**config.mk**
```make
export PLATFORM = sky130hd
export DESIGN_NAME = swd_host_transfer_engine
export DESIGN_NICKNAME = d
export VERILOG_FILES = /design/src/hw/rtl/swdh_pkg.sv /design/src/hw/rtl/swdh_cfg.sv /design/src/hw/rtl/swdh_seq.sv /design/src/hw/rtl/swd_host_transfer_engine.sv
export SDC_FILE = /design/constraint.sdc
export NUM_CORES = 1
export LEC_CHECK = 0
export BUFFER_PORTS_ARGS = -buffer_cell sky130_fd_sc_hd__buf_2
export CAP_MARGIN = 20
export CORE_ASPECT_RATIO = 1.1
export CORE_MARGIN = 10
export CORE_UTILIZATION = 57
export DETAILED_ROUTE_END_ITERATION = 16
export PLACE_DENSITY = 0.81
export SYNTH_ARGS = -nofsm -noshare
export SYNTH_HDL_FRONTEND = slang
export SYNTH_SLANG_ARGS = --single-unit
```
**constraint.sdc**
```tcl
create_clock -name i_clk -period 10.95 [get_ports i_clk]
set_clock_uncertainty 0.2 [all_clocks]
set_input_delay 1.095 -clock i_clk [delete_from_list [all_inputs] [get_ports i_clk]]
set_output_delay 1.095 -clock i_clk [all_outputs]
set_load 0.1 [all_outputs]
```
**src/hw/rtl/swdh_pkg.sv**
```systemverilog
// ----------------------------------------------------------------------------
// swdh_pkg
// Shared types and codes for the SWD host transfer engine.
// ----------------------------------------------------------------------------
package swdh_pkg;

    localparam int DEF_MAX_SEQ_BITS = 64;

    localparam int SEQ_LEN_W  = 7;   // width of the sequence length field
    localparam int BIT_CNT_W  = 6;   // holds 33 and any sequence bit index
    localparam int APB_ADDR_W = 4;
    localparam int APB_DATA_W = 32;

    // request types
    localparam logic [1:0] REQ_TICK   = 2'd0;
    localparam logic [1:0] REQ_XFER   = 2'd1;
    localparam logic [1:0] REQ_SEQOUT = 2'd2;
    localparam logic [1:0] REQ_SEQIN  = 2'd3;

    // acknowledge patterns, first received bit in bit 0
    localparam logic [2:0] ACK_OK    = 3'b001;
    localparam logic [2:0] ACK_WAIT  = 3'b010;
    localparam logic [2:0] ACK_FAULT = 3'b100;

    // status codes
    localparam logic [2:0] ST_OK     = 3'd0;
    localparam logic [2:0] ST_WAIT   = 3'd1;
    localparam logic [2:0] ST_FAULT  = 3'd2;
    localparam logic [2:0] ST_PARITY = 3'd3;
    localparam logic [2:0] ST_NOACK  = 3'd4;

    // register indexes
    localparam logic [1:0] REG_TURNAROUND = 2'd0;
    localparam logic [1:0] REG_DRAIN      = 2'd1;
    localparam logic [1:0] REG_IDLE       = 2'd2;

    typedef enum logic [3:0] {
        PH_IDLE,
        PH_REQ,
        PH_TRN_ACK,
        PH_ACK,
        PH_RDATA,
        PH_TRN_DATA,
        PH_WDATA,
        PH_IDLECYC,
        PH_SEQOUT,
        PH_SEQIN
    } t_phase;

    typedef struct packed {
        logic [1:0]           req_type;
        logic [3:0]           req_bits;
        logic [31:0]          write_word;
        logic [SEQ_LEN_W-1:0] seq_length;
        logic [63:0]          seq_bits;
        logic                 line_sample;
    } t_item;

    typedef struct packed {
        logic [2:0] turnaround_ticks;
        logic       drain_data_phase;
        logic [7:0] idle_after_transfer;
    } t_cfg;

    typedef struct packed {
        logic        line_drive;
        logic        line_enable;
        logic        op_done;
        logic [2:0]  ack_raw;
        logic [2:0]  status_code;
        logic [63:0] read_bits;
    } t_result;

endpackage

```
**src/hw/rtl/swdh_cfg.sv**
```systemverilog
// ----------------------------------------------------------------------------
// swdh_cfg
// APB register file: turnaround length, drain mode, idle cycle count.
// ----------------------------------------------------------------------------
module swdh_cfg (
    input  logic                             i_clk,
    input  logic                             i_rst_n,
    input  logic                             psel,
    input  logic                             penable,
    input  logic                             pwrite,
    input  logic [swdh_pkg::APB_ADDR_W-1:0]  paddr,
    input  logic [swdh_pkg::APB_DATA_W-1:0]  pwdata,
    output logic [swdh_pkg::APB_DATA_W-1:0]  prdata,
    output logic                             pready,
    output swdh_pkg::t_cfg                   o_cfg
);
    import swdh_pkg::*;

    logic [1:0] w_index;
    logic       w_wr;
    t_cfg       r_cfg;

    assign pready  = 1'b1;
    assign w_index = paddr[3:2];
    assign w_wr    = psel && penable && pwrite && pready;

    always_ff @(posedge i_clk) begin
        if (!i_rst_n) begin
            r_cfg.turnaround_ticks    <= 3'd1;
            r_cfg.drain_data_phase    <= 1'b0;
            r_cfg.idle_after_transfer <= 8'd0;
        end else if (w_wr) begin
            case (w_index)
                REG_TURNAROUND: r_cfg.turnaround_ticks    <= pwdata[2:0];
                REG_DRAIN:      r_cfg.drain_data_phase    <= pwdata[0];
                REG_IDLE:       r_cfg.idle_after_transfer <= pwdata[7:0];
                default: ;
            endcase
        end
    end

    always_comb begin
        case (w_index)
            REG_TURNAROUND: prdata = APB_DATA_W'(r_cfg.turnaround_ticks);
            REG_DRAIN:      prdata = APB_DATA_W'(r_cfg.drain_data_phase);
            REG_IDLE:       prdata = APB_DATA_W'(r_cfg.idle_after_transfer);
            default:        prdata = '0;
        endcase
    end

    assign o_cfg = r_cfg;

endmodule

```
**src/hw/rtl/swdh_seq.sv**
```systemverilog
// ----------------------------------------------------------------------------
// swdh_seq
// SWD bit sequencer: phase state, shift registers and per-tick result.
// ----------------------------------------------------------------------------
module swdh_seq #(
    parameter int MAX_SEQ_BITS = swdh_pkg::DEF_MAX_SEQ_BITS
) (
    input  logic              i_clk,
    input  logic              i_rst_n,
    input  logic              i_step,
    input  swdh_pkg::t_item   i_item,
    input  swdh_pkg::t_cfg    i_cfg,
    output logic              o_res_valid,
    output swdh_pkg::t_result o_res
);
    import swdh_pkg::*;

    localparam int OUT_W = (MAX_SEQ_BITS > 41) ? MAX_SEQ_BITS : 41;
    localparam int IN_W  = (MAX_SEQ_BITS > 32) ? MAX_SEQ_BITS : 32;
    localparam int IDX_W = $clog2(IN_W);
    localparam int CNT_W = $clog2(MAX_SEQ_BITS + 1);
    localparam logic [SEQ_LEN_W-1:0] MAX_LEN = SEQ_LEN_W'(MAX_SEQ_BITS);

    t_phase               r_phase,     n_phase;
    logic [BIT_CNT_W-1:0] r_bit_cnt,   n_bit_cnt;
    logic                 r_req_rnw,   n_req_rnw;
    logic [OUT_W-1:0]     r_out_shift, n_out_shift;
    logic [IN_W-1:0]      r_in_shift,  n_in_shift;
    logic [2:0]           r_ack,       n_ack;
    logic                 r_parity,    n_parity;
    logic [7:0]           r_idle_cnt,  n_idle_cnt;
    logic [CNT_W-1:0]     r_seq_rem,   n_seq_rem;

    logic                 w_tick, w_cmd, w_done, w_s;
    logic [BIT_CNT_W-1:0] w_ta, w_bc_dec, w_rd_off;
    logic [CNT_W-1:0]     w_seq_len;
    logic                 w_last, w_ack_ok, w_ack_wf, w_new_ok, w_new_wf, w_idle_none;
    logic [2:0]           w_ack_new;
    logic [1:0]           w_ack_pos;
    logic [IDX_W-1:0]     w_in_idx;
    logic [IN_W-1:0]      w_in_set;
    logic [OUT_W-1:0]     w_out_shr;

    assign w_s         = i_item.line_sample;
    assign w_tick      = i_step && (i_item.req_type == REQ_TICK);
    assign w_cmd       = i_step && (i_item.req_type != REQ_TICK) && (r_phase == PH_IDLE);
    assign w_bc_dec    = r_bit_cnt - BIT_CNT_W'(1);
    assign w_last      = (r_bit_cnt == BIT_CNT_W'(1));
    assign w_ack_ok    = (r_ack == ACK_OK);
    assign w_ack_wf    = (r_ack == ACK_WAIT) || (r_ack == ACK_FAULT);
    assign w_idle_none = (i_cfg.idle_after_transfer == 8'd0);
    assign w_out_shr   = {1'b0, r_out_shift[OUT_W-1:1]};

    // ack bits arrive with counter 3,2,1 -> positions 0,1,2
    assign w_ack_pos = 2'd3 - r_bit_cnt[1:0];
    assign w_ack_new = r_ack | (3'(w_s) << w_ack_pos);
    assign w_new_ok  = (w_ack_new == ACK_OK);
    assign w_new_wf  = (w_ack_new == ACK_WAIT) || (w_ack_new == ACK_FAULT);

    // read data bit position: counter 33 -> bit 0
    assign w_rd_off = BIT_CNT_W'(33) - r_bit_cnt;
    assign w_in_idx = (r_phase == PH_SEQIN) ? r_bit_cnt[IDX_W-1:0] : IDX_W'(w_rd_off[4:0]);

    always_comb begin
        w_in_set           = r_in_shift;
        w_in_set[w_in_idx] = r_in_shift[w_in_idx] | w_s;
    end

    // turnaround length, clamped to 1..4
    always_comb begin
        case (i_cfg.turnaround_ticks)
            3'd0:    w_ta = BIT_CNT_W'(1);
            3'd1:    w_ta = BIT_CNT_W'(1);
            3'd2:    w_ta = BIT_CNT_W'(2);
            3'd3:    w_ta = BIT_CNT_W'(3);
            default: w_ta = BIT_CNT_W'(4);
        endcase
    end

    always_comb begin
        if (i_item.seq_length == '0 || i_item.seq_length > MAX_LEN) begin
            w_seq_len = CNT_W'(MAX_SEQ_BITS);
        end else begin
            w_seq_len = CNT_W'(i_item.seq_length);
        end
    end

    // per-tick output and end-of-operation detect
    always_comb begin
        o_res_valid = 1'b0;
        o_res       = '0;
        w_done      = 1'b0;
        if (w_tick) begin
            case (r_phase)
                PH_IDLE: ;
                PH_REQ: begin
                    o_res_valid       = 1'b1;
                    o_res.line_enable = 1'b1;
                    o_res.line_drive  = r_out_shift[0];
                end
                PH_TRN_ACK, PH_ACK, PH_RDATA: o_res_valid = 1'b1;
                PH_TRN_DATA: begin
                    o_res_valid = 1'b1;
                    if (w_last) begin
                        if (w_ack_ok) begin
                            w_done = r_req_rnw && w_idle_none;
                        end else begin
                            w_done = !(w_ack_wf && i_cfg.drain_data_phase && !r_req_rnw);
                        end
                    end
                end
                PH_WDATA: begin
                    o_res_valid       = 1'b1;
                    o_res.line_enable = 1'b1;
                    o_res.line_drive  = r_out_shift[0];
                    w_done            = w_last && (!w_ack_ok || w_idle_none);
                end
                PH_IDLECYC: begin
                    o_res_valid       = 1'b1;
                    o_res.line_enable = 1'b1;
                    w_done            = (r_idle_cnt == 8'd1);
                end
                PH_SEQOUT: begin
                    o_res_valid       = 1'b1;
                    o_res.line_enable = 1'b1;
                    o_res.line_drive  = r_out_shift[0];
                    w_done            = (r_seq_rem == CNT_W'(1));
                end
                PH_SEQIN: begin
                    o_res_valid = 1'b1;
                    w_done      = (r_seq_rem == CNT_W'(1));
                end
                default: ;
            endcase
        end
        o_res.op_done = w_done;
        if (w_done) begin
            if (r_phase == PH_SEQIN) begin
                o_res.read_bits = 64'(w_in_set);
            end else if (r_phase != PH_SEQOUT) begin
                o_res.ack_raw = r_ack;
                if (w_ack_ok) begin
                    if (r_req_rnw) begin
                        o_res.read_bits   = 64'(r_in_shift[31:0]);
                        o_res.status_code = r_parity ? ST_PARITY : ST_OK;
                    end
                end else if (r_ack == ACK_WAIT) begin
                    o_res.status_code = ST_WAIT;
                end else if (r_ack == ACK_FAULT) begin
                    o_res.status_code = ST_FAULT;
                end else begin
                    o_res.status_code = ST_NOACK;
                end
            end
        end
    end

    // next state
    always_comb begin
        n_phase     = r_phase;
        n_bit_cnt   = r_bit_cnt;
        n_req_rnw   = r_req_rnw;
        n_out_shift = r_out_shift;
        n_in_shift  = r_in_shift;
        n_ack       = r_ack;
        n_parity    = r_parity;
        n_idle_cnt  = r_idle_cnt;
        n_seq_rem   = r_seq_rem;
        if (w_cmd) begin
            case (i_item.req_type)
                REQ_XFER: begin
                    // start, APnDP, RnW, A[3:2], parity, stop, park, data, parity
                    n_req_rnw   = i_item.req_bits[1];
                    n_out_shift = OUT_W'({^i_item.write_word, i_item.write_word,
                                          1'b1, 1'b0, ^i_item.req_bits,
                                          i_item.req_bits, 1'b1});
                    n_in_shift  = '0;
                    n_ack       = 3'd0;
                    n_parity    = 1'b0;
                    n_bit_cnt   = BIT_CNT_W'(8);
                    n_phase     = PH_REQ;
                end
                REQ_SEQOUT: begin
                    n_out_shift = OUT_W'(i_item.seq_bits[MAX_SEQ_BITS-1:0]);
                    n_seq_rem   = w_seq_len;
                    n_phase     = PH_SEQOUT;
                end
                REQ_SEQIN: begin
                    n_in_shift = '0;
                    n_seq_rem  = w_seq_len;
                    n_bit_cnt  = '0;
                    n_phase    = PH_SEQIN;
                end
                default: ;
            endcase
        end else if (w_tick) begin
            case (r_phase)
                PH_IDLE: ;
                PH_REQ: begin
                    n_out_shift = w_out_shr;
                    n_bit_cnt   = w_bc_dec;
                    if (w_last) begin
                        n_phase   = PH_TRN_ACK;
                        n_bit_cnt = w_ta;
                    end
                end
                PH_TRN_ACK: begin
                    n_bit_cnt = w_bc_dec;
                    if (w_last) begin
                        n_phase   = PH_ACK;
                        n_bit_cnt = BIT_CNT_W'(3);
                    end
                end
                PH_ACK: begin
                    n_ack     = w_ack_new;
                    n_bit_cnt = w_bc_dec;
                    if (w_last) begin
                        if (w_new_ok) begin
                            n_phase   = r_req_rnw ? PH_RDATA : PH_TRN_DATA;
                            n_bit_cnt = r_req_rnw ? BIT_CNT_W'(33) : w_ta;
                        end else if (w_new_wf) begin
                            // drained write phase drives zeros
                            n_out_shift = '0;
                            if (i_cfg.drain_data_phase && r_req_rnw) begin
                                n_phase   = PH_RDATA;
                                n_bit_cnt = BIT_CNT_W'(33);
                            end else begin
                                n_phase   = PH_TRN_DATA;
                                n_bit_cnt = w_ta;
                            end
                        end else begin
                            n_phase   = PH_RDATA;
                            n_bit_cnt = BIT_CNT_W'(33);
                        end
                    end
                end
                PH_RDATA: begin
                    if (w_ack_ok) begin
                        if (!w_last) begin
                            n_in_shift = w_in_set;
                        end
                        n_parity = r_parity ^ w_s;
                    end
                    n_bit_cnt = w_bc_dec;
                    if (w_last) begin
                        n_phase   = PH_TRN_DATA;
                        n_bit_cnt = w_ta;
                    end
                end
                PH_TRN_DATA: begin
                    n_bit_cnt = w_bc_dec;
                    if (w_last) begin
                        if (w_ack_ok && r_req_rnw) begin
                            n_phase    = PH_IDLECYC;
                            n_idle_cnt = i_cfg.idle_after_transfer;
                        end else if (w_ack_ok ||
                                     (w_ack_wf && i_cfg.drain_data_phase)) begin
                            n_phase   = PH_WDATA;
                            n_bit_cnt = BIT_CNT_W'(33);
                        end
                    end
                end
                PH_WDATA: begin
                    n_out_shift = w_out_shr;
                    n_bit_cnt   = w_bc_dec;
                    if (w_last) begin
                        n_phase    = PH_IDLECYC;
                        n_idle_cnt = i_cfg.idle_after_transfer;
                    end
                end
                PH_IDLECYC: n_idle_cnt = r_idle_cnt - 8'd1;
                PH_SEQOUT: begin
                    n_out_shift = w_out_shr;
                    n_seq_rem   = r_seq_rem - CNT_W'(1);
                end
                PH_SEQIN: begin
                    n_in_shift = w_in_set;
                    n_bit_cnt  = r_bit_cnt + BIT_CNT_W'(1);
                    n_seq_rem  = r_seq_rem - CNT_W'(1);
                end
                default: n_phase = PH_IDLE;
            endcase
            // done overrides any phase move chosen above
            if (w_done) begin
                n_phase   = PH_IDLE;
                n_bit_cnt = '0;
            end
        end
    end

    always_ff @(posedge i_clk) begin
        if (!i_rst_n) begin
            r_phase    <= PH_IDLE;
            r_bit_cnt  <= '0;
            r_idle_cnt <= 8'd0;
            r_seq_rem  <= '0;
        end else begin
            r_phase    <= n_phase;
            r_bit_cnt  <= n_bit_cnt;
            r_idle_cnt <= n_idle_cnt;
            r_seq_rem  <= n_seq_rem;
        end
    end

    always_ff @(posedge i_clk) begin
        r_req_rnw   <= n_req_rnw;
        r_out_shift <= n_out_shift;
        r_in_shift  <= n_in_shift;
        r_ack       <= n_ack;
        r_parity    <= n_parity;
    end

endmodule

```
**src/hw/rtl/swd_host_transfer_engine.sv**
```systemverilog
// ----------------------------------------------------------------------------
// swd_host_transfer_engine
// Bit-level SWD host: transfers, output sequences and input sequences.
// ----------------------------------------------------------------------------
// One word is accepted per clock on the input channel. A command word (type
// transfer, output sequence or input sequence) starts an operation when the
// engine is idle and gives no result; a command that arrives while busy is
// dropped. Each tick word that follows is one SWCLK period and gives exactly
// one result word: the SWDIO drive value and enable for that period, with
// op_done, ack, status and read data on the operation's last tick. Ticks
// while idle give nothing. Each word waits in the input register until the
// result register can take it, and its result is then registered in the
// result register, from which it is offered on the result port until taken.
// The engine sustains one word per cycle as long as the result side is
// not stalled; the phase state update (one bit per tick) is the only loop. A
// stalled result register holds the input register, which then stalls the
// input. Configuration registers over APB (turnaround at 0x0, drain mode at
// 0x4, idle count at 0x8) must only change while no operation is in flight.
// SWDIO is released during turnarounds and acknowledge/read phases, and a
// drained WAIT/FAULT write drives 33 zero bits.
// ----------------------------------------------------------------------------
module swd_host_transfer_engine #(
    parameter int MAX_SEQ_BITS = swdh_pkg::DEF_MAX_SEQ_BITS
) (
    input  logic                                i_clk,
    input  logic                                i_rst_n,
    // input channel
    input  logic                                i_in_valid,
    output logic                                o_in_stall,
    input  logic [1:0]                          i_req_type,
    input  logic [3:0]                          i_req_bits,
    input  logic [31:0]                         i_write_word,
    input  logic [swdh_pkg::SEQ_LEN_W-1:0]      i_seq_length,
    input  logic [63:0]                         i_seq_bits,
    input  logic                                i_line_sample,
    // result channel
    output logic                                o_out_valid,
    input  logic                                i_out_stall,
    output logic                                o_clock_active,
    output logic                                o_line_drive,
    output logic                                o_line_enable,
    output logic                                o_op_done,
    output logic [2:0]                          o_ack_raw,
    output logic [2:0]                          o_status_code,
    output logic [63:0]                         o_read_bits,
    // configuration
    input  logic                                psel,
    input  logic                                penable,
    input  logic                                pwrite,
    input  logic [swdh_pkg::APB_ADDR_W-1:0]     paddr,
    input  logic [swdh_pkg::APB_DATA_W-1:0]     pwdata,
    output logic [swdh_pkg::APB_DATA_W-1:0]     prdata,
    output logic                                pready
);
    import swdh_pkg::*;

    t_cfg    w_cfg;
    t_item   r_item;
    logic    r_in_valid;
    logic    w_adv;       // result register can take a new word
    logic    w_step;      // sequencer consumes the input register
    logic    w_res_valid;
    t_result w_res;
    t_result r_res;
    logic    r_out_valid;

    swdh_cfg u_cfg (
        .i_clk   (i_clk),
        .i_rst_n (i_rst_n),
        .psel    (psel),
        .penable (penable),
        .pwrite  (pwrite),
        .paddr   (paddr),
        .pwdata  (pwdata),
        .prdata  (prdata),
        .pready  (pready),
        .o_cfg   (w_cfg)
    );

    // handshake: the input register moves whenever the result register is
    // empty or being drained this cycle
    assign w_adv      = !r_out_valid || !i_out_stall;
    assign w_step     = r_in_valid && w_adv;
    assign o_in_stall = r_in_valid && !w_adv;

    always_ff @(posedge i_clk) begin
        if (!i_rst_n) begin
            r_in_valid <= 1'b0;
        end else if (!o_in_stall) begin
            r_in_valid <= i_in_valid;
        end
    end

    always_ff @(posedge i_clk) begin
        if (!o_in_stall && i_in_valid) begin
            r_item.req_type    <= i_req_type;
            r_item.req_bits    <= i_req_bits;
            r_item.write_word  <= i_write_word;
            r_item.seq_length  <= i_seq_length;
            r_item.seq_bits    <= i_seq_bits;
            r_item.line_sample <= i_line_sample;
        end
    end

    swdh_seq #(
        .MAX_SEQ_BITS (MAX_SEQ_BITS)
    ) u_seq (
        .i_clk       (i_clk),
        .i_rst_n     (i_rst_n),
        .i_step      (w_step),
        .i_item      (r_item),
        .i_cfg       (w_cfg),
        .o_res_valid (w_res_valid),
        .o_res       (w_res)
    );

    // result register
    always_ff @(posedge i_clk) begin
        if (!i_rst_n) begin
            r_out_valid <= 1'b0;
        end else if (w_adv) begin
            r_out_valid <= w_step && w_res_valid;
        end
    end

    always_ff @(posedge i_clk) begin
        if (w_step && w_res_valid) begin
            r_res <= w_res;
        end
    end

    assign o_out_valid    = r_out_valid;
    assign o_clock_active = 1'b1;   // every result word is one SWCLK period
    assign o_line_drive   = r_res.line_drive;
    assign o_line_enable  = r_res.line_enable;
    assign o_op_done      = r_res.op_done;
    assign o_ack_raw      = r_res.ack_raw;
    assign o_status_code  = r_res.status_code;
    assign o_read_bits    = r_res.read_bits;

    // released line never carries a drive value
    a_released_low: assert property (@(posedge i_clk) disable iff (!i_rst_n)
        o_out_valid && !o_line_enable |-> !o_line_drive)
        else $error("line driven while released");

    // ack, status and data only on the final tick
    a_done_only: assert property (@(posedge i_clk) disable iff (!i_rst_n)
        o_out_valid && !o_op_done |->
            o_ack_raw == 3'd0 && o_status_code == ST_OK && o_read_bits == 64'd0)
        else $error("completion fields set before op_done");

    a_status_range: assert property (@(posedge i_clk) disable iff (!i_rst_n)
        o_out_valid |-> o_status_code <= ST_NOACK)
        else $error("status code out of range");

    // input stalls only behind a full, stalled result register
    a_stall_cause: assert property (@(posedge i_clk) disable iff (!i_rst_n)
        o_in_stall |-> o_out_valid && i_out_stall)
        else $error("input stalled without downstream backpressure");

endmodule
```
==> results_dict.tcl <==
set metrics [dict create \
    status "finished clean" \
    grt_overflow 0 \
    cts-buffers-inserted 36 \
    fin_util_pct 65.7 \
    setup_viol 0 \
    ant_nets 0 \
    hpwl_um 27100 \
    fin_area_um2 19400 \
    nets 1776 \
    ys_ff_latch 355 \
    synthTopCellsByArea "edfxtp_1, dfxtp_1, o21ai_0" \
    clock_latency_ns 0.53 \
    crit_path_max_fanout 78 \
    drt_iter0_markers 1348 \
    grt_usage_pct 21.1 \
    start_util_pct 57.7 \
    antenna_found_initial 0 \
    pre_cts_ws_ns 5.58 \
    viasPerCell 6.14 \
    antenna_cells 0 \
    power.internal_uw 2290 \
    cp_common_cell "buf_4" \
    worstPathArrival_ns 5.47 \
    cap_violations 0 \
    fin_cells 2006 \
    async_flop_share_pct 0 \
    synth.avg_cell_area_um2 11.8 \
    placed_cells 1942 \
    fin_crit_ns 5.47 \
    tns_ns 0 \
    hold_viol_final 0 \
    drt-total-wl_um 40600 \
    syn_inst 1442 \
    clk_pin_slew_ns 0.06 \
    regArea_um2 10300 \
    setup_slack_ns 5.48 \
    ys_types 75 \
    fmax_mhz 183 \
    cp-startpoint "u_seq.r_phase[3]$_SDFFE_PN0P_" \
    die_h_um 201 \
    placed_cell_area_um2 18300 \
    ios 262 \
    drive_gt1_share_pct 20.5 \
    post_drt_wl_per_cell_um 20.2 \
    cp-start-kind "flop" \
    gp_congestion 0.902 \
    pwr_density_cell_nw_per_um2 155 \
    grt_pass1_vias 12100 \
    num_rows 66 \
    p_leak_uw 0.00722 \
    drc 0 \
    rsz0062_at_grt "false" \
    rr_startpoint "u_seq.r_phase[3]$_SDFFE_PN0P_" \
    first_pass_iters 6 \
    portBuffers 209 \
    ir_drop_uv 154 \
    yosysTopAreaCell "edfxtp_1" \
    slowest_stage "dfxtp_1" \
    finalCritPeriodShare_pct 50.0 \
    clockBufferDepth 3 \
    crit_required_ns 10.95 \
    min_from "u_seq.r_idle_cnt[6]$_SDFFE_PN0P_" \
    root_buffer "clkbuf_16" \
    end_kind "flop" \
    critical_path_class "flop to flop" \
    postCtsSetupBuffers 0 \
    area_delta_synth_final_pct 13.8 \
    ff2ff_path_depth 12 \
    slew_headroom_pct 30.9 \
    grt_max_degree 87 \
    cts_resized 0 \
    seqPwrFrac_pct 51.5 \
    cts-hold-fix-buffers 0 \
    max_stage_delay_ns 0.80 \
    synth_top_area_share_pct 55.6 \
    cts_tree "yes" \
    p_clk_share_pct 39.5 \
    seq_area_frac_synth_pct 60.2 \
    p_switching_uw 719 \
    nFillCells 2234 \
    vias 12300 \
    grt_pass1_wl_um 64400 \
    die_x_um 185 \
    die_area_um2 37300 \
    synth_ff_type "edfxtp_1" \
    rrSetupSlack_ns 5.48 \
    multi_input_area_um2 6250 \
    synth_edf_count 316 \
    syn_area_um2 17100 \
    htreeDepth 2 \
    cts_num_sinks 355 \
    hold_class "flop to flop" \
    ys_warn_count 0 \
    cp_cell_sequence "nor3b_4 > nand2_2 > inv_2 > ha_1 > buf_4 > mux4_2 > mux2i_1 > nor3_1 > or3_1 > nor2_4 > buf_4 > a311oi_1" \
    slew_violations 0 \
    combPwrFrac_pct 9.0 \
    core_um2 29600 \
    critical_path.endpoint "o_read_bits[33]$_SDFFCE_PN0P_" \
    rr_endpoint "o_read_bits[33]$_SDFFCE_PN0P_" \
    swShare_pct 23.9 \
    tightest_slew_ns 1.04 \
]
registers in the layout (all words and copies together) (netlist names), 4 cells and up:
| name | count |
|---|---|
| u_seq.r_bit_cnt | 6 |
| u_seq.r_idle_cnt | 8 |
| u_cfg.o_cfg | 12 |
| u_seq.r_phase | 4 |
| r_item | 110 |
| u_seq.r_in_shift | 64 |
| o_read_bits | 64 |
| u_seq.r_out_shift | 64 |
| u_seq.r_seq_rem | 7 |
cell usage in the layout (no fill, tap or decap), drive strengths merged, types with 35 or more instances in the layout:
cell type    n
edfxtp     316
dfxtp       39
a211oi      61
nor2       160
clkbuf      39
o21ai      135
xnor2       35
a22o        47
a21oi       76
mux2i       58
buf        230
nand2       79
worst min path at each step:
stage | cells after the start | slack (ns) | end
floorplan | 2 | 0.23 | u_seq.r_idle_cnt[6]$_SDFFE_PN0P_
global placement | 2 | 0.25 | u_seq.r_idle_cnt[6]$_SDFFE_PN0P_
detailed placement | 2 | 0.26 | u_seq.r_idle_cnt[6]$_SDFFE_PN0P_
CTS | 2 | 0.26 | u_seq.r_idle_cnt[6]$_SDFFE_PN0P_
global route | 2 | 0.30 | u_seq.r_idle_cnt[6]$_SDFFE_PN0P_
finish | 2 | 0.26 | u_seq.r_idle_cnt[6]$_SDFFE_PN0P_
kinds of logic after synthesis:
family,count (synthesis),synth area share (%)
buf+inv,150,4.11
xor+xnor,41,2.19
other cells,2,0.0440
fa+ha+maj,16,1.17
flops,355,60.2
mux,75,5.58
compound gates,425,16.4
simple gates,378,10.3
synth_stat cells, types with 4 or more instances:
library cell,number
a211oi_1,61
a21bo_1,5
a21bo_2,7
a21boi_0,5
a21oi_1,76
a22o_1,47
a22oi_1,4
a311oi_1,12
a31oi_1,14
and2_1,15
and3_1,7
buf_1,4
buf_2,15
buf_4,26
clkbuf_1,79
dfxtp_1,39
edfxtp_1,316
ha_1,16
inv_1,20
mux2i_1,58
mux4_2,16
nand2_1,78
nand2b_1,7
nand3_1,20
nand3b_1,9
nand4_1,7
nor2_1,159
nor2b_1,12
nor3_1,33
nor3b_1,6
o211ai_1,10
o21a_1,6
o21ai_0,133
o21bai_1,4
o221a_2,4
o31ai_1,5
or3_1,9
xnor2_1,33
xor2_1,6
worst max-delay path, delay by kind of cell (launching register included):
family	cells	cell delay, ns
adders and majority gates	1	0.20
AOI/OAI and AO/OA	1	0.30
buffers and inverters	3	1.40
muxes	2	0.81
and+or+nand+nor	5	1.42
DFF	1	0.80
final cells by class:
| type | count | share of cell area [%] |
|---|---|---|
| flip-flops and latches | 355 | 52.9 |
| multi-input cells | 961 | 32.2 |
| repair buffers | 230 | 6.24 |
| clock buffers | 39 | 4.70 |
| well taps | 374 | 2.41 |
| clock inverters | 24 | 1.16 |
| inverters | 23 | 0.444 |
metrics by stage:
step	total power [uW]	hold WS, ns
after floorplan	1790	0.232
after global placement	1840	0.251
after detailed placement	1850	0.255
after CTS	3030	0.264
after global routing	3120	0.299
final	3010	0.261
layer usage:
metal / wire [um] / vias up / track usage [%]
met5: 0 / - / 0
met4: 1120 / 0 / 7.06
met2: 19900 / 594 / 34.5
li1: - / 5747 / -
met3: 3000 / 79 / 3.96
met1: 16600 / 5899 / 27.6
power by group through the flow:
| stage | Clock [uW] | Combinational (uW) | Sequential, uW |
|---|---|---|---|
| 3_3_place_gp | 0 | 264 | 1580 |
| 2_1_floorplan | 0 | 208 | 1580 |
| 6_report | 1190 | 273 | 1550 |
| 3_5_place_dp | 0 | 273 | 1580 |
| 5_1_grt | 1270 | 296 | 1560 |
| 4_1_cts | 1200 | 273 | 1550 |
No activity file was read; power rests on OpenSTA's default activity.
